[config.mk]
export PLATFORM = sky130hd
export DESIGN_NAME = i2c_sensor_burst_reader_core
export DESIGN_NICKNAME = d
export VERILOG_FILES = /design/src/isbr_pkg.sv /design/src/isbr_ram.sv /design/src/isbr_front.sv /design/src/isbr_queue.sv /design/src/isbr_back.sv /design/src/i2c_sensor_burst_reader_core.sv
export SDC_FILE = /design/constraint.sdc
export NUM_CORES = 1
export LEC_CHECK = 0
export BUFFER_PORTS_ARGS = -buffer_cell sky130_fd_sc_hd__buf_2
export CORE_MARGIN = 3
export CORE_UTILIZATION = 60
export CTS_CLUSTER_DIAMETER = 80
export DETAILED_ROUTE_END_ITERATION = 7
export PLACE_DENSITY = 0.78
export SLEW_MARGIN = 20
export SYNTH_ARGS = -nofsm -noshare
export SYNTH_HDL_FRONTEND = slang
export SYNTH_SLANG_ARGS = --single-unit
[constraint.sdc]
create_clock -name i_clk -period 9.4 [get_ports i_clk]
set_input_delay 0.47 -clock i_clk [delete_from_list [all_inputs] [get_ports i_clk]]
set_output_delay 0.47 -clock i_clk [all_outputs]
set_load 0.05 [all_outputs]
[src/isbr_pkg.sv]
// Shared types, constants and sample-unpacking helpers for the I2C sensor burst reader.
// Used by every module of the block except the generic RAM; has no dependencies of its own.
`default_nettype none

package isbr_pkg;

    localparam int FRAME_LENGTH = 23;
    localparam int FRAME_AW     = $clog2(FRAME_LENGTH);
    localparam int COUNT_W      = 5;
    localparam int NUM_SAMPLES  = 11;
    localparam int SAMPLE_IW    = 4;
    localparam int QUEUE_DEPTH  = 4;
    localparam int QUEUE_AW     = $clog2(QUEUE_DEPTH);
    localparam int CFG_IDX_W    = 1;
    localparam int CFG_DATA_W   = 8;

    localparam logic [6:0] DEFAULT_DEV_ADDR  = 7'b1101001;
    localparam logic [7:0] DEFAULT_START_REG = 8'd45;

    localparam logic [CFG_IDX_W-1:0] CFG_DEVICE_ADDRESS = 1'b0;
    localparam logic [CFG_IDX_W-1:0] CFG_START_REGISTER = 1'b1;

    localparam logic [COUNT_W-1:0] LAST_BYTE_COUNT = COUNT_W'(FRAME_LENGTH - 1);
    localparam logic [SAMPLE_IW-1:0] LAST_SAMPLE   = SAMPLE_IW'(NUM_SAMPLES - 1);

    // Sample layout inside the frame.
    localparam logic [SAMPLE_IW-1:0] FIRST_MAG_SAMPLE = 4'd7;
    localparam logic [SAMPLE_IW-1:0] STATUS_SAMPLE    = 4'd10;
    localparam logic [FRAME_AW-1:0]  MAG_LO_BASE      = FRAME_AW'(15);
    localparam logic [FRAME_AW-1:0]  MAG_HI_BASE      = FRAME_AW'(16);
    localparam logic [FRAME_AW-1:0]  STATUS_HI_BYTE   = FRAME_AW'(14);
    localparam logic [FRAME_AW-1:0]  STATUS_LO_BYTE   = FRAME_AW'(22);
    localparam logic [7:0]           STATUS_HI_MASK   = 8'h03;
    localparam logic [7:0]           STATUS_LO_MASK   = 8'h04;

    typedef enum logic [2:0] {
        ACT_NONE    = 3'd0,
        ACT_TX      = 3'd1,
        ACT_RESTART = 3'd2,
        ACT_RX      = 3'd3,
        ACT_ACK     = 3'd4,
        ACT_STOP    = 3'd5,
        ACT_SAMPLE  = 3'd6
    } t_action;

    typedef enum logic [2:0] {
        PH_ADDR_WR    = 3'd0,
        PH_REG        = 3'd1,
        PH_RESTART    = 3'd2,
        PH_ADDR_RD    = 3'd3,
        PH_RECV       = 3'd4,
        PH_ACK        = 3'd5,
        PH_FRAME_DONE = 3'd6,
        PH_IDLE       = 3'd7
    } t_phase;

    typedef struct packed {
        logic       ack_status;
        logic [7:0] rx_byte;
    } t_in;

    typedef struct packed {
        t_action              bus_action;
        logic [7:0]           tx_byte;
        logic                 ack_value;
        logic                 data_ready;
        logic                 error_flag;
        logic [SAMPLE_IW-1:0] sample_index;
        logic [15:0]          sample_value;
        logic                 last_result;
    } t_out;

    // One queued command from the front end. A burst command stands for the
    // stop plus all samples of a completed frame.
    typedef struct packed {
        t_action    action;
        logic [7:0] tx_byte;
        logic       ack_value;
        logic       data_ready;
        logic       error_flag;
        logic       burst;
    } t_cmd;

    typedef struct packed {
        logic [FRAME_AW-1:0] hi;
        logic [FRAME_AW-1:0] lo;
    } t_byte_pair;

    // Frame byte addresses that make up a given sample.
    function automatic t_byte_pair sample_addr(input logic [SAMPLE_IW-1:0] idx);
        t_byte_pair           p;
        logic [SAMPLE_IW-1:0] m;
        m = idx - FIRST_MAG_SAMPLE;
        if (idx < FIRST_MAG_SAMPLE) begin
            p.hi = FRAME_AW'({idx, 1'b0});
            p.lo = FRAME_AW'({idx, 1'b1});
        end else if (idx < STATUS_SAMPLE) begin
            // Magnetometer words are little-endian.
            p.hi = MAG_HI_BASE + FRAME_AW'({m, 1'b0});
            p.lo = MAG_LO_BASE + FRAME_AW'({m, 1'b0});
        end else begin
            p.hi = STATUS_HI_BYTE;
            p.lo = STATUS_LO_BYTE;
        end
        return p;
    endfunction

    function automatic logic [15:0] sample_word(input logic [SAMPLE_IW-1:0] idx,
                                                input logic [7:0] hi,
                                                input logic [7:0] lo);
        logic [15:0] w;
        if (idx == STATUS_SAMPLE) begin
            w = {hi & STATUS_HI_MASK, lo & STATUS_LO_MASK};
        end else begin
            w = {hi, lo};
        end
        return w;
    endfunction

endpackage

`default_nettype wire

[src/isbr_ram.sv]
// Generic RAM with one write port and two registered read ports.
// Stands alone; holds the received frame bytes of the burst reader.
`default_nettype none

module isbr_ram #(
    parameter int WIDTH = 8,
    parameter int DEPTH = 32
) (
    input  wire logic                     i_clk,
    input  wire logic                     i_we,
    input  wire logic [$clog2(DEPTH)-1:0] i_waddr,
    input  wire logic [WIDTH-1:0]         i_wdata,
    input  wire logic [$clog2(DEPTH)-1:0] i_raddr_a,
    input  wire logic [$clog2(DEPTH)-1:0] i_raddr_b,
    output logic      [WIDTH-1:0]         o_rdata_a,
    output logic      [WIDTH-1:0]         o_rdata_b
);

    logic [WIDTH-1:0] r_mem [DEPTH];

    always_ff @(posedge i_clk) begin
        if (i_we) begin
            r_mem[i_waddr] <= i_wdata;
        end
        o_rdata_a <= r_mem[i_raddr_a];
        o_rdata_b <= r_mem[i_raddr_b];
    end

endmodule

`default_nettype wire

[src/isbr_front.sv]
// Front end of the burst reader: accepts bus events, runs the transaction phases,
// stores frame bytes and queues one command per event. Depends on isbr_pkg.
`default_nettype none

module isbr_front (
    input  wire logic                           i_clk,
    input  wire logic                           i_rst_n,
    input  wire logic                           i_cfg_we,
    input  wire logic [isbr_pkg::CFG_IDX_W-1:0] i_cfg_index,
    input  wire logic [isbr_pkg::CFG_DATA_W-1:0] i_cfg_data,
    input  wire logic                           i_valid,
    output logic                                o_ready,
    input  wire isbr_pkg::t_in                  i_item,
    input  wire logic                           i_queue_full,
    output logic                                o_push,
    output isbr_pkg::t_cmd                      o_cmd,
    output logic                                o_ram_we,
    output logic [isbr_pkg::FRAME_AW-1:0]       o_ram_waddr,
    output logic [7:0]                          o_ram_wdata,
    input  wire logic                           i_burst_done
);
    import isbr_pkg::*;

    t_phase             r_phase, n_phase;
    logic [COUNT_W-1:0] r_count, n_count;
    logic               r_ready_flag, n_ready_flag;
    logic               r_nack_error, n_nack_error;
    logic               r_hold, n_hold;
    logic [6:0]         r_dev_addr;
    logic [7:0]         r_start_reg;
    logic               fire;
    logic               last_byte;
    logic               addr_nack;

    // A new frame may not overwrite bytes whose samples are still waiting.
    assign o_ready   = !i_queue_full && !(r_phase == PH_ACK && r_hold);
    assign fire      = i_valid && o_ready;
    assign last_byte = (r_count == LAST_BYTE_COUNT);
    assign addr_nack = i_item.ack_status;

    always_comb begin
        n_phase = r_phase;
        unique case (r_phase)
            PH_ADDR_WR:    n_phase = PH_REG;
            PH_REG:        n_phase = addr_nack ? PH_IDLE : PH_RESTART;
            PH_RESTART:    n_phase = addr_nack ? PH_IDLE : PH_ADDR_RD;
            PH_ADDR_RD:    n_phase = PH_RECV;
            PH_RECV: begin
                n_phase = (r_count == '0 && addr_nack) ? PH_IDLE : PH_ACK;
            end
            PH_ACK:        n_phase = last_byte ? PH_FRAME_DONE : PH_RECV;
            PH_FRAME_DONE: n_phase = PH_IDLE;
            PH_IDLE:       n_phase = PH_ADDR_WR;
            default:       n_phase = PH_ADDR_WR;
        endcase
    end

    always_comb begin
        n_count      = r_count;
        n_ready_flag = r_ready_flag;
        n_nack_error = r_nack_error;
        o_ram_we     = 1'b0;
        o_cmd        = '0;
        o_cmd.action = ACT_NONE;
        unique case (r_phase)
            PH_ADDR_WR: begin
                n_ready_flag  = 1'b0;
                n_nack_error  = 1'b0;
                o_cmd.action  = ACT_TX;
                o_cmd.tx_byte = {r_dev_addr, 1'b0};
            end
            PH_REG: begin
                if (addr_nack) begin
                    n_nack_error = 1'b1;
                    o_cmd.action = ACT_STOP;
                end else begin
                    o_cmd.action  = ACT_TX;
                    o_cmd.tx_byte = r_start_reg;
                end
            end
            PH_RESTART: begin
                if (addr_nack) begin
                    n_nack_error = 1'b1;
                    o_cmd.action = ACT_STOP;
                end else begin
                    o_cmd.action = ACT_RESTART;
                end
            end
            PH_ADDR_RD: begin
                n_count       = '0;
                o_cmd.action  = ACT_TX;
                o_cmd.tx_byte = {r_dev_addr, 1'b1};
            end
            PH_RECV: begin
                if (r_count == '0 && addr_nack) begin
                    n_nack_error = 1'b1;
                    o_cmd.action = ACT_STOP;
                end else begin
                    o_cmd.action = ACT_RX;
                end
            end
            PH_ACK: begin
                o_ram_we        = fire && (32'(r_count) < FRAME_LENGTH);
                n_count         = r_count + 1'b1;
                o_cmd.action    = ACT_ACK;
                o_cmd.ack_value = last_byte;
            end
            PH_FRAME_DONE: begin
                n_ready_flag = 1'b1;
                o_cmd.action = ACT_STOP;
                o_cmd.burst  = 1'b1;
            end
            PH_IDLE: begin
                o_cmd.action = ACT_NONE;
            end
            default: begin
                o_cmd.action = ACT_NONE;
            end
        endcase
        o_cmd.data_ready = n_ready_flag;
        o_cmd.error_flag = n_nack_error;
    end

    assign o_push      = fire;
    assign o_ram_waddr = r_count[FRAME_AW-1:0];
    assign o_ram_wdata = i_item.rx_byte;

    always_comb begin
        n_hold = r_hold;
        if (fire && r_phase == PH_FRAME_DONE) begin
            n_hold = 1'b1;
        end else if (i_burst_done) begin
            n_hold = 1'b0;
        end
    end

    always_ff @(posedge i_clk) begin
        if (!i_rst_n) begin
            r_phase      <= PH_ADDR_WR;
            r_count      <= '0;
            r_ready_flag <= 1'b0;
            r_nack_error <= 1'b0;
            r_hold       <= 1'b0;
            r_dev_addr   <= DEFAULT_DEV_ADDR;
            r_start_reg  <= DEFAULT_START_REG;
        end else begin
            r_hold <= n_hold;
            if (fire) begin
                r_phase      <= n_phase;
                r_count      <= n_count;
                r_ready_flag <= n_ready_flag;
                r_nack_error <= n_nack_error;
            end
            if (i_cfg_we) begin
                unique case (i_cfg_index)
                    CFG_DEVICE_ADDRESS: r_dev_addr  <= i_cfg_data[6:0];
                    CFG_START_REGISTER: r_start_reg <= i_cfg_data;
                    default: ;
                endcase
            end
        end
    end

endmodule

`default_nettype wire

[src/isbr_queue.sv]
// Short command queue between the front end and the result sequencer.
// Depends on isbr_pkg for the command type and depth.
`default_nettype none

module isbr_queue (
    input  wire logic           i_clk,
    input  wire logic           i_rst_n,
    input  wire logic           i_push,
    input  wire isbr_pkg::t_cmd i_cmd,
    output logic                o_full,
    input  wire logic           i_pop,
    output logic                o_valid,
    output isbr_pkg::t_cmd      o_cmd
);
    import isbr_pkg::*;

    t_cmd                r_mem [QUEUE_DEPTH];
    logic [QUEUE_AW-1:0] r_wr_ptr;
    logic [QUEUE_AW-1:0] r_rd_ptr;
    logic [QUEUE_AW:0]   r_count;
    logic                do_push;
    logic                do_pop;

    assign o_full  = (r_count == (QUEUE_AW + 1)'(QUEUE_DEPTH));
    assign o_valid = (r_count != '0);
    assign o_cmd   = r_mem[r_rd_ptr];
    assign do_push = i_push && !o_full;
    assign do_pop  = i_pop && o_valid;

    always_ff @(posedge i_clk) begin
        if (do_push) begin
            r_mem[r_wr_ptr] <= i_cmd;
        end
    end

    always_ff @(posedge i_clk) begin
        if (!i_rst_n) begin
            r_wr_ptr <= '0;
            r_rd_ptr <= '0;
            r_count  <= '0;
        end else begin
            if (do_push) begin
                r_wr_ptr <= r_wr_ptr + 1'b1;
            end
            if (do_pop) begin
                r_rd_ptr <= r_rd_ptr + 1'b1;
            end
            if (do_push && !do_pop) begin
                r_count <= r_count + 1'b1;
            end else if (do_pop && !do_push) begin
                r_count <= r_count - 1'b1;
            end
        end
    end

endmodule

`default_nettype wire

[src/isbr_back.sv]
// Result sequencer: drains queued commands into the output register and expands a
// completed frame into stop plus eleven samples read from the frame RAM. Uses isbr_pkg.
`default_nettype none

module isbr_back (
    input  wire logic                     i_clk,
    input  wire logic                     i_rst_n,
    input  wire logic                     i_q_valid,
    input  wire isbr_pkg::t_cmd           i_q_cmd,
    output logic                          o_pop,
    output logic [isbr_pkg::FRAME_AW-1:0] o_raddr_hi,
    output logic [isbr_pkg::FRAME_AW-1:0] o_raddr_lo,
    input  wire logic [7:0]               i_rdata_hi,
    input  wire logic [7:0]               i_rdata_lo,
    output logic                          o_burst_done,
    output logic                          o_valid,
    input  wire logic                     i_ready,
    output isbr_pkg::t_out                o_item
);
    import isbr_pkg::*;

    logic                 r_busy, n_busy;
    logic [SAMPLE_IW-1:0] r_step, n_step;
    logic                 r_out_valid, n_out_valid;
    t_out                 r_out, n_out;
    logic                 r_ready_flag, n_ready_flag;
    logic                 r_error_flag, n_error_flag;
    logic                 out_free;
    t_byte_pair           rd_pair;

    assign out_free = !r_out_valid || i_ready;

    always_comb begin
        n_busy       = r_busy;
        n_step       = r_step;
        n_out        = r_out;
        n_out_valid  = r_out_valid && !i_ready;
        n_ready_flag = r_ready_flag;
        n_error_flag = r_error_flag;
        o_pop        = 1'b0;
        o_burst_done = 1'b0;
        if (r_busy) begin
            if (out_free) begin
                // RAM data was fetched for r_step on the previous edge.
                n_out_valid        = 1'b1;
                n_out              = '0;
                n_out.bus_action   = ACT_SAMPLE;
                n_out.data_ready   = r_ready_flag;
                n_out.error_flag   = r_error_flag;
                n_out.sample_index = r_step;
                n_out.sample_value = sample_word(r_step, i_rdata_hi, i_rdata_lo);
                n_out.last_result  = (r_step == LAST_SAMPLE);
                if (r_step == LAST_SAMPLE) begin
                    n_busy       = 1'b0;
                    o_burst_done = 1'b1;
                end else begin
                    n_step = r_step + 1'b1;
                end
            end
        end else if (i_q_valid && out_free) begin
            o_pop             = 1'b1;
            n_out_valid       = 1'b1;
            n_out             = '0;
            n_out.bus_action  = i_q_cmd.action;
            n_out.tx_byte     = i_q_cmd.tx_byte;
            n_out.ack_value   = i_q_cmd.ack_value;
            n_out.data_ready  = i_q_cmd.data_ready;
            n_out.error_flag  = i_q_cmd.error_flag;
            n_out.last_result = !i_q_cmd.burst;
            if (i_q_cmd.burst) begin
                n_busy       = 1'b1;
                n_step       = '0;
                n_ready_flag = i_q_cmd.data_ready;
                n_error_flag = i_q_cmd.error_flag;
            end
        end
    end

    // Address follows the step that will be current next cycle, so the
    // registered read data lines up with r_step and holds during a stall.
    assign rd_pair    = sample_addr(n_step);
    assign o_raddr_hi = rd_pair.hi;
    assign o_raddr_lo = rd_pair.lo;

    assign o_valid = r_out_valid;
    assign o_item  = r_out;

    always_ff @(posedge i_clk) begin
        r_out        <= n_out;
        r_ready_flag <= n_ready_flag;
        r_error_flag <= n_error_flag;
    end

    always_ff @(posedge i_clk) begin
        if (!i_rst_n) begin
            r_busy      <= 1'b0;
            r_step      <= '0;
            r_out_valid <= 1'b0;
        end else begin
            r_busy      <= n_busy;
            r_step      <= n_step;
            r_out_valid <= n_out_valid;
        end
    end

endmodule

`default_nettype wire

[src/i2c_sensor_burst_reader_core.sv]
// Top level of the I2C sensor burst reader: front end, command queue, result
// sequencer and frame RAM. Depends on isbr_pkg and the isbr_* modules.
//
// Each accepted bus event produces one result, except the event that completes
// a frame, which produces a stop followed by eleven samples. Results leave
// through a registered output at one per cycle while the output is ready;
// events are accepted one per cycle as long as the four-entry command queue
// has room. The sample readout uses both read ports of the frame RAM each
// cycle. A received data byte is held off while the previous frame's samples
// are still being read out.
`default_nettype none

module i2c_sensor_burst_reader_core (
    input  wire logic                            i_clk,
    input  wire logic                            i_rst_n,
    input  wire logic                            i_cfg_we,
    input  wire logic [isbr_pkg::CFG_IDX_W-1:0]  i_cfg_index,
    input  wire logic [isbr_pkg::CFG_DATA_W-1:0] i_cfg_data,
    input  wire logic                            i_in_valid,
    output logic                                 o_in_ready,
    input  wire isbr_pkg::t_in                   i_in_item,
    output logic                                 o_out_valid,
    input  wire logic                            i_out_ready,
    output isbr_pkg::t_out                       o_out_item
);
    import isbr_pkg::*;

    logic                queue_full;
    logic                push;
    t_cmd                push_cmd;
    logic                pop;
    logic                q_valid;
    t_cmd                q_cmd;
    logic                ram_we;
    logic [FRAME_AW-1:0] ram_waddr;
    logic [7:0]          ram_wdata;
    logic [FRAME_AW-1:0] raddr_hi;
    logic [FRAME_AW-1:0] raddr_lo;
    logic [7:0]          rdata_hi;
    logic [7:0]          rdata_lo;
    logic                burst_done;

    isbr_front u_front (
        .i_clk        (i_clk),
        .i_rst_n      (i_rst_n),
        .i_cfg_we     (i_cfg_we),
        .i_cfg_index  (i_cfg_index),
        .i_cfg_data   (i_cfg_data),
        .i_valid      (i_in_valid),
        .o_ready      (o_in_ready),
        .i_item       (i_in_item),
        .i_queue_full (queue_full),
        .o_push       (push),
        .o_cmd        (push_cmd),
        .o_ram_we     (ram_we),
        .o_ram_waddr  (ram_waddr),
        .o_ram_wdata  (ram_wdata),
        .i_burst_done (burst_done)
    );

    isbr_queue u_queue (
        .i_clk   (i_clk),
        .i_rst_n (i_rst_n),
        .i_push  (push),
        .i_cmd   (push_cmd),
        .o_full  (queue_full),
        .i_pop   (pop),
        .o_valid (q_valid),
        .o_cmd   (q_cmd)
    );

    isbr_ram #(
        .WIDTH (8),
        .DEPTH (FRAME_LENGTH)
    ) u_frame_ram (
        .i_clk     (i_clk),
        .i_we      (ram_we),
        .i_waddr   (ram_waddr),
        .i_wdata   (ram_wdata),
        .i_raddr_a (raddr_hi),
        .i_raddr_b (raddr_lo),
        .o_rdata_a (rdata_hi),
        .o_rdata_b (rdata_lo)
    );

    isbr_back u_back (
        .i_clk        (i_clk),
        .i_rst_n      (i_rst_n),
        .i_q_valid    (q_valid),
        .i_q_cmd      (q_cmd),
        .o_pop        (pop),
        .o_raddr_hi   (raddr_hi),
        .o_raddr_lo   (raddr_lo),
        .i_rdata_hi   (rdata_hi),
        .i_rdata_lo   (rdata_lo),
        .o_burst_done (burst_done),
        .o_valid      (o_out_valid),
        .i_ready      (i_out_ready),
        .o_item       (o_out_item)
    );

endmodule

`default_nettype wire

After elaboration in Yosys (flattened, before gate mapping)

Memories as Yosys holds them, arrays and structs flattened. A register that Yosys moved wholly into a read port is not among the register bits.
Index checks and enable logic that the tools add are counted.

Add/sub/neg operators: 9
Order comparisons: 3
Equality and inequality tests: 11
Muxes and demuxes: 53
Bitwise operators: 2
Reduce and logical (&&, ||, !) cells: 34

Operators by type and width:

| operator                                                              | number |
|---|---|
| 35-bit 2-to-1 mux                                                     | 3 |
| 1-bit 2-to-1 mux                                                      | 24 |
| 3-bit case mux with 8 select lines                                    | 1 |
| 8-bit case mux with 3 select lines                                    | 1 |
| 3-bit 2-to-1 mux                                                      | 7 |
| 3-bit case mux with 7 select lines                                    | 1 |
| 10-bit 2-to-1 mux                                                     | 2 |
| 4-bit 2-to-1 mux                                                      | 5 |
| 16-bit 2-to-1 mux                                                     | 1 |
| 3-bit equality test, second input constant                            | 5 |
| 1-bit logical AND                                                     | 12 |
| 5-bit case mux with 2 select lines                                    | 1 |
| 2-bit 2-to-1 mux                                                      | 4 |
| 8-bit 2-to-1 mux                                                      | 1 |
| 2-bit AND reduction                                                   | 4 |
| 2-bit nonzero test                                                    | 4 |
| 1-bit logical NOT                                                     | 7 |
| 3-bit by 2-bit equality test with 1-bit output, second input constant | 2 |
| 4-bit by 5-bit adder with 5-bit output, first input constant          | 1 |
| 5-bit by 1-bit adder with 5-bit output, second input constant         | 1 |
| 5-bit adder, first input constant                                     | 1 |
| 5-bit equality test, second input constant                            | 1 |
| 5-bit logical NOT                                                     | 1 |
| 5-bit < comparator, second input constant                             | 1 |
| 18 further kinds                                                      | 21 |

Flip-flop bits (word level): 76
RAM bits: 244
Input bits: 23
Logic and storage cells: 137
Memories: 2

Memory list:

| name              | words | width | read ports | clocked after memory_dff | wr ports | RTL line         | source |
|---|---|---|---|---|---|---|---|
| u_frame_ram.r_mem | 23    | 8     | 2          | 2                        | 1        | isbr_ram.sv:19   | `logic [WIDTH-1:0] r_mem [DEPTH];` |
| u_queue.r_mem     | 4     | 15    | 1          | 1                        | 1        | isbr_queue.sv:17 | `t_cmd r_mem [QUEUE_DEPTH];` |

Depth between registers and ports, before layout

Word-level depth: 10
Mapped depth: 15

Modules after synthesis

A second synthesis with hierarchy kept.

Cell total of the unflattened synthesis: 967
Area, all modules: 15,202.1 um2

Modules (own cells, without submodules):

| module     | instances | cells each | area an instance (um2) | sequential area each (um2) |
|---|---|---|---|---|
| isbr_ram   | 1         | 504        | 9,136.3                | 5,845.6 |
| isbr_queue | 1         | 126        | 2,666.3                | 1,981.9 |
| isbr_back  | 1         | 136        | 1,899.3                | 1,231.2 |
| isbr_front | 1         | 201        | 1,500.2                | 520.5 |

Worst setup path before layout

Ideal clock, no wire load.

Path kind: reg2reg
Start: register (tool-made name)
End: register u_frame_ram.o_rdata_a[2], read port of u_frame_ram.r_mem
Library setup time: 73 ps
Arrival time: 3,254 ps
Required time: 9,327 ps
Slack: 6,073 ps
Cell stages (with the launch flop): 15
Path buffers: 3
Period minus slack after synthesis: 3,327 ps
Path through: dfxtp_1 -> buf_6 -> mux4_2 -> nand4_4 -> a21oi_2 -> inv_2 -> buf_1 -> ha_1 -> inv_1 -> a21oi_2 -> mux2i_1 -> clkbuf_1 -> o21ai_0 -> a32o_1 -> nor3_2

RTL lines:

| item          | RTL line       | source |
|---|---|---|
| end, declared | isbr_ram.sv:15 | `output logic [WIDTH-1:0] o_rdata_a,` |

Worst setup path after layout

Start: register u_back.r_busy
End: register u_frame_ram.o_rdata_a[4], read port of u_frame_ram.r_mem

Cells in the longest elaborated chain, start to end: 5

Ends and longest elaborated chain:

| item                                        | RTL line         | source |
|---|---|---|
| start, declared                             | isbr_back.sv:22  | `logic r_busy, n_busy;` |
| start signal, assigned                      | isbr_back.sv:100 | `r_busy <= n_busy;` |
| 4-bit 2-to-1 mux (*)                        | isbr_back.sv:42  | `if (r_busy) begin` |
| 4-bit by 3-bit subtractor with 4-bit output | isbr_pkg.sv:93   | `m = idx - FIRST_MAG_SAMPLE;` |
| 5-bit adder                                 | isbr_pkg.sv:99   | `p.hi = MAG_HI_BASE + FRAME_AW'({m, 1'b0});` |
| 10-bit 2-to-1 mux                           | isbr_pkg.sv:97   | `end else if (idx < STATUS_SAMPLE) begin` |
| 10-bit 2-to-1 mux (*)                       | isbr_pkg.sv:94   | `if (idx < FIRST_MAG_SAMPLE) begin` |

Every way passes the cells marked *; elsewhere a longest branch is shown, timed or not.
A chain may end at the register's enable or synchronous reset.

==> results.md <==
Worst setup path:
- In this run the critical register-to-register path is launched from u_back.r_busy.
- The highest-delay cell along the critical path is sky130_fd_sc_hd__dfxtp_1.
- In this run the critical register-to-register path is captured at u_frame_ram.o_rdata_a[4].
- The classification of the worst setup path is reg2reg.
- The maximum fanout count along the critical path is 43.
- The startpoint kind of the worst setup timing path is a flip-flop.
- The worst setup path is captured at a flip-flop.
- The worst-case reg-to-reg path depth is 12.
- The required time at the endpoint of the critical path is between 9 and 10 ns.
- Tracing the worst setup path back leads to its startpoint at u_back.r_busy.
- The slack of the worst reg-to-reg path is 4.69 ns.
- The signal arrival time at the worst endpoint is 5.17 ns.
- The largest single stage delay on the critical path is approximately 0.9 ns.
- Traced cell by cell, the critical path runs through inv_1 -> nand4_4 -> a21oi_4 -> buf_4 -> inv_2 -> ha_1 -> inv_1 -> a21oi_2 -> mux2_2 -> nand3_1 -> a32o_1 -> nor3_2.
- The gate family responsible for the most delay along the worst path is buffers and inverters.
- The number of gates on the worst path with buffers counted is 12.
- The cell type with the highest occurrence count on the critical path is sky130_fd_sc_hd__inv_1.
- The buffering stage count on the worst path with inverters included is 4.
- The critical path ends at u_frame_ram.o_rdata_a[4].

Layout:
- Registers take 9580 um^2.
- Summing all multi-input logic gate instances after layout gives 4100 um^2.
- The flip-flop count of the largest register after layout is 184.
- The register with the most flip-flops is u_frame_ram.r_mem.
- The final-layout fill cell count is between 1,500 and 2,000.
- The share of layout cells above drive strength 1 is between 10 and 15%.
- The post-route cell area is 15,600 um^2.
- Cells fill 68.5% of the core in the end.
- Relative to the synthesized area, the layout overhead comes to 11.6%.
- The number of antenna diodes in the final layout is 0.
- The total number of nets in the final design is 1,148.

Synthesis:
- The area share of and/or/nand/nor cells after synthesis is 13.6%.
- The cell count after synthesis came out at 1,071.
- The mapped netlist covers about 14,000 um^2.
- After synthesis, the share of flip-flops with an asynchronous set or reset is 0%.
- Measured against the total synthesized area, the mux share comes to 4.19%.
- Synthesis produced a netlist with a net count of 1,107.
- The most common flop cell mapped by yosys is sky130_fd_sc_hd__edfxtp_1.
- Of the total synthesized cell area, the portion taken by full adders, half adders and majority gates is ~1.3%.
- The number of enable-type register cells in the synthesized netlist is around 280.
- Summing the areas of all xor and xnor instances in the mapped netlist gives less than 1% of the synthesized area.
- After synthesis, the largest family of logic cells by area is simple AND/OR/NAND/NOR gates.
- In this run, synthesis produced a sequential element count of approximately 340.
- The share of the synthesized area in compound gates (AO/OA/AOI/OAI) is 9.48%.
- The total of warnings raised by yosys is 0.
- After synthesis, the netlist uses 63 different library cells.
- Sequential cells were found to cover between 60 and 70% of the synthesized design area.
- The synthesized area per cell is 13.1 um^2.

Timing:
- The clock arrives with 0.0177 ns of skew.
- For the pin with the worst max-slew slack, the measured transition is 1.01 ns.
- The routed design could run at a clock period as short as 4.71 ns.
- The number of endpoints failing setup at the final stage is 0.
- The post-route clock period utilization is between 50% and 60%.
- The final number of max-transition violations is 0.
- Setup repair after global routing left no endpoint under its margin.
- After routing, the total negative slack on setup checks comes to 0 ns.
- Headroom to the max-slew limit came out at between 30% and 40%.
- The final worst setup slack is 4.69 ns.
- Based on the critical path, the design can be clocked at up to 0.212 GHz.
- The hold violation total from the final report came to 0.

GRT:
- The via count of the first global-routing pass is ~8,500.
- The total overflow left after global routing is 0.
- The wire length of the first global-routing pass is 48.3 mm.
- Entering global routing, the biggest net connects 44 pins.
- The number of antenna violations at the first check in global routing came to 2.
- The total global-route track usage is 25.3%.

Routing:
- Once detail routing completed, the nets flagged for antenna violations numbered 0.
- After detailed routing, the total wire length is 31.6 mm.
- Using the TritonRoute via totals, the vias-per-cell ratio works out to about 6.2.
- The detailed router finished its first iteration with 1,216 violations.
- For this run, the detailed router's first-pass iteration total came to 5.
- The routed layout has 9,063 vias.
- The routed wirelength normalized by instance count is 21.8 um.
- The total DRC errors in the routed layout is 0.

Clock network:
- The maximum buffer depth of the clock tree is 3.
- The clock tree synthesis step divided the H-tree into 2 levels.
- After clock tree synthesis, the clock-pin slew on the worst setup and hold paths is 0.07 ns.
- The clock drives 338 sinks.
- Clock tree synthesis selected as its root buffer the cell sky130_fd_sc_hd__clkbuf_16.
- The post-cts resize count is 0.
- TritonCTS created 35 clock buffers.
- Hold repair after CTS inserted 0 buffers.
- For the worst-skew pair, the clock arrives at the later sink with an insertion delay of around 0.53 ns.
- The post-CTS setup buffer count is 0.
- The clock tree from TritonCTS is built.

Placement:
- The final HPWL from detailed placement is ~20 mm.
- The placement-stage worst setup slack is 4.76 ns.
- Routability-driven placement finished with a final weighted congestion of roughly 0.9.
- In this run the cell area measured after placement is 14,500 um^2.
- The count of buffers added on input and output ports is 59.

Floorplan:
- Measured along the x axis, the die boundary spans 159 um.
- After floorplanning, the core was sized to cover 22,800 um^2.
- After floorplanning, the core was divided into 55 placement rows.
- 60 I/O pins were placed.
- The die is 159 um tall.
- The die covers 25,200 um^2.
- The initial utilization of the core area, before any placement, comes to between 60% and 70%.

Run:
- The count of max-cap constraint violations is 0.

Power and ir drop:
- The leakage power is ~0.0054 uW.
- In this run the power density over the cells is approximately 280 nW/um^2.
- The worst IR drop on VDD is 0.000182 V.
- The sum of internal, switching and leakage power is 4330 uW.

Hold path:
- The startpoint identified for the worst hold timing path is i_cfg_data[5].
- The tightest min-delay check is of the in2reg type.

Status:
- The run finished with clean final reports.
## how the worst min path moves through the flow
stage          cells past startpoint                     end
2_1_floorplan                      2  u_front.r_start_reg[0]
3_3_place_gp                       2  u_front.r_start_reg[3]
3_5_place_dp                       2  u_front.r_start_reg[0]
4_1_cts                            3   u_front.r_dev_addr[5]
5_1_grt                            3   u_front.r_dev_addr[6]
6_report                           3   u_front.r_dev_addr[5]
## cell usage after synthesis, types with 3 or more instances
cell,n,area share (%)
sky130_fd_sc_hd__edfxtp_1,281,60
sky130_fd_sc_hd__nand2_1,129,3.5
sky130_fd_sc_hd__nand3_1,85,3.0
sky130_fd_sc_hd__dfxtp_1,57,8.2
sky130_fd_sc_hd__o21ai_0,57,2.0
sky130_fd_sc_hd__nor2_1,53,1.4
sky130_fd_sc_hd__clkbuf_1,44,1.2
sky130_fd_sc_hd__a21oi_1,34,1.2
sky130_fd_sc_hd__and2_1,32,1.4
sky130_fd_sc_hd__nand4_1,21,0.94
sky130_fd_sc_hd__o211ai_1,21,1.1
sky130_fd_sc_hd__mux2i_1,18,1.3
sky130_fd_sc_hd__and3_1,16,0.72
sky130_fd_sc_hd__inv_1,16,0.43
sky130_fd_sc_hd__mux4_2,15,2.4
sky130_fd_sc_hd__a21boi_0,14,0.75
sky130_fd_sc_hd__o21ai_1,13,0.47
sky130_fd_sc_hd__a22oi_1,12,0.64
sky130_fd_sc_hd__ha_1,12,1.1
sky130_fd_sc_hd__a31oi_1,11,0.49
sky130_fd_sc_hd__buf_2,10,0.36
sky130_fd_sc_hd__nor3_1,10,0.36
sky130_fd_sc_hd__a32o_1,9,0.64
sky130_fd_sc_hd__nor2b_1,9,0.40
sky130_fd_sc_hd__buf_1,8,0.21
sky130_fd_sc_hd__nor3_2,7,0.50
sky130_fd_sc_hd__nand2b_1,6,0.27
sky130_fd_sc_hd__a311oi_1,4,0.25
sky130_fd_sc_hd__a31o_1,4,0.25
sky130_fd_sc_hd__a32oi_1,4,0.25
sky130_fd_sc_hd__mux2_2,4,0.32
sky130_fd_sc_hd__nand3b_1,4,0.21
sky130_fd_sc_hd__o22ai_1,4,0.18
sky130_fd_sc_hd__xor2_1,4,0.25
sky130_fd_sc_hd__or3_1,3,0.13
sky130_fd_sc_hd__xnor2_1,3,0.19
## layout make-up
type,instances,share of cell area (%)
Clock buffer,51,6.47
Clock inverter,12,0.481
Multi-Input combinational cell,649,26.3
Inverter,18,0.433
Timing Repair Buffer,70,2.47
Tap cell,313,2.51
Sequential cell,338,61.4
## tightest hold or removal path, stage by stage
cell and delay [ns]:
sky130_fd_sc_hd__buf_2 0.09, sky130_fd_sc_hd__nand2_1 0.04, sky130_fd_sc_hd__nand3_1 0.06
## layout by cell type, fill, tap and decap left out, types with 11 or more instances in the layout
master / synthesis / final
sky130_fd_sc_hd__and2_1: 32 / 32
sky130_fd_sc_hd__dfxtp_1: 57 / 57
sky130_fd_sc_hd__nand3_1: 85 / 84
sky130_fd_sc_hd__a21boi_0: 14 / 14
sky130_fd_sc_hd__ha_1: 12 / 12
sky130_fd_sc_hd__nand2_1: 129 / 129
sky130_fd_sc_hd__nand4_1: 21 / 21
sky130_fd_sc_hd__edfxtp_1: 281 / 281
sky130_fd_sc_hd__inv_1: 16 / 16
sky130_fd_sc_hd__a31oi_1: 11 / 11
sky130_fd_sc_hd__and3_1: 16 / 16
sky130_fd_sc_hd__o211ai_1: 21 / 21
sky130_fd_sc_hd__clkbuf_16: 0 / 37
sky130_fd_sc_hd__a21oi_1: 34 / 33
sky130_fd_sc_hd__mux2i_1: 18 / 17
sky130_fd_sc_hd__a22oi_1: 12 / 12
sky130_fd_sc_hd__buf_2: 10 / 59
sky130_fd_sc_hd__o21ai_1: 13 / 11
sky130_fd_sc_hd__o21ai_0: 57 / 57
sky130_fd_sc_hd__nor2_1: 53 / 53
sky130_fd_sc_hd__mux4_2: 15 / 15
## metrics by stage
stage / hold WS [ns] / std cells
after floorplan: 0.441 / 1071
after global placement: 0.451 / 1387
after detailed placement: 0.460 / 1387
after CTS: 0.163 / 1450
after global routing: 0.186 / 1451
final: 0.179 / 1451
## cells by family after synthesis
group           after synthesis
fa+ha+maj                    14
xor+xnor                      7
flops                       338
compound gates              202
buf+inv                      84
mux                          39
simple gates                387
## where the power goes
part / total, uW / internal [uW] / switching, uW / leakage [uW]
clock: 1300 / 751 / 549 / 0.000538
sequential: 1930 / 1850 / 82.9 / 0.00305
combinational: 1100 / 323 / 782 / 0.00185
## metal layers
| layer | global-route usage (%) | wire (um) | share of wire [%] |
|---|---|---|---|
| met1 | 36.7 | 12900 | 41 |
| met2 | 37.4 | 14200 | 45 |
| met3 | 6.03 | 3360 | 11 |
| met4 | 10.2 | 1130 | 3.6 |
| met5 | 0 | 13 | 0.041 |
No activity file was read; power rests on OpenSTA's default activity.
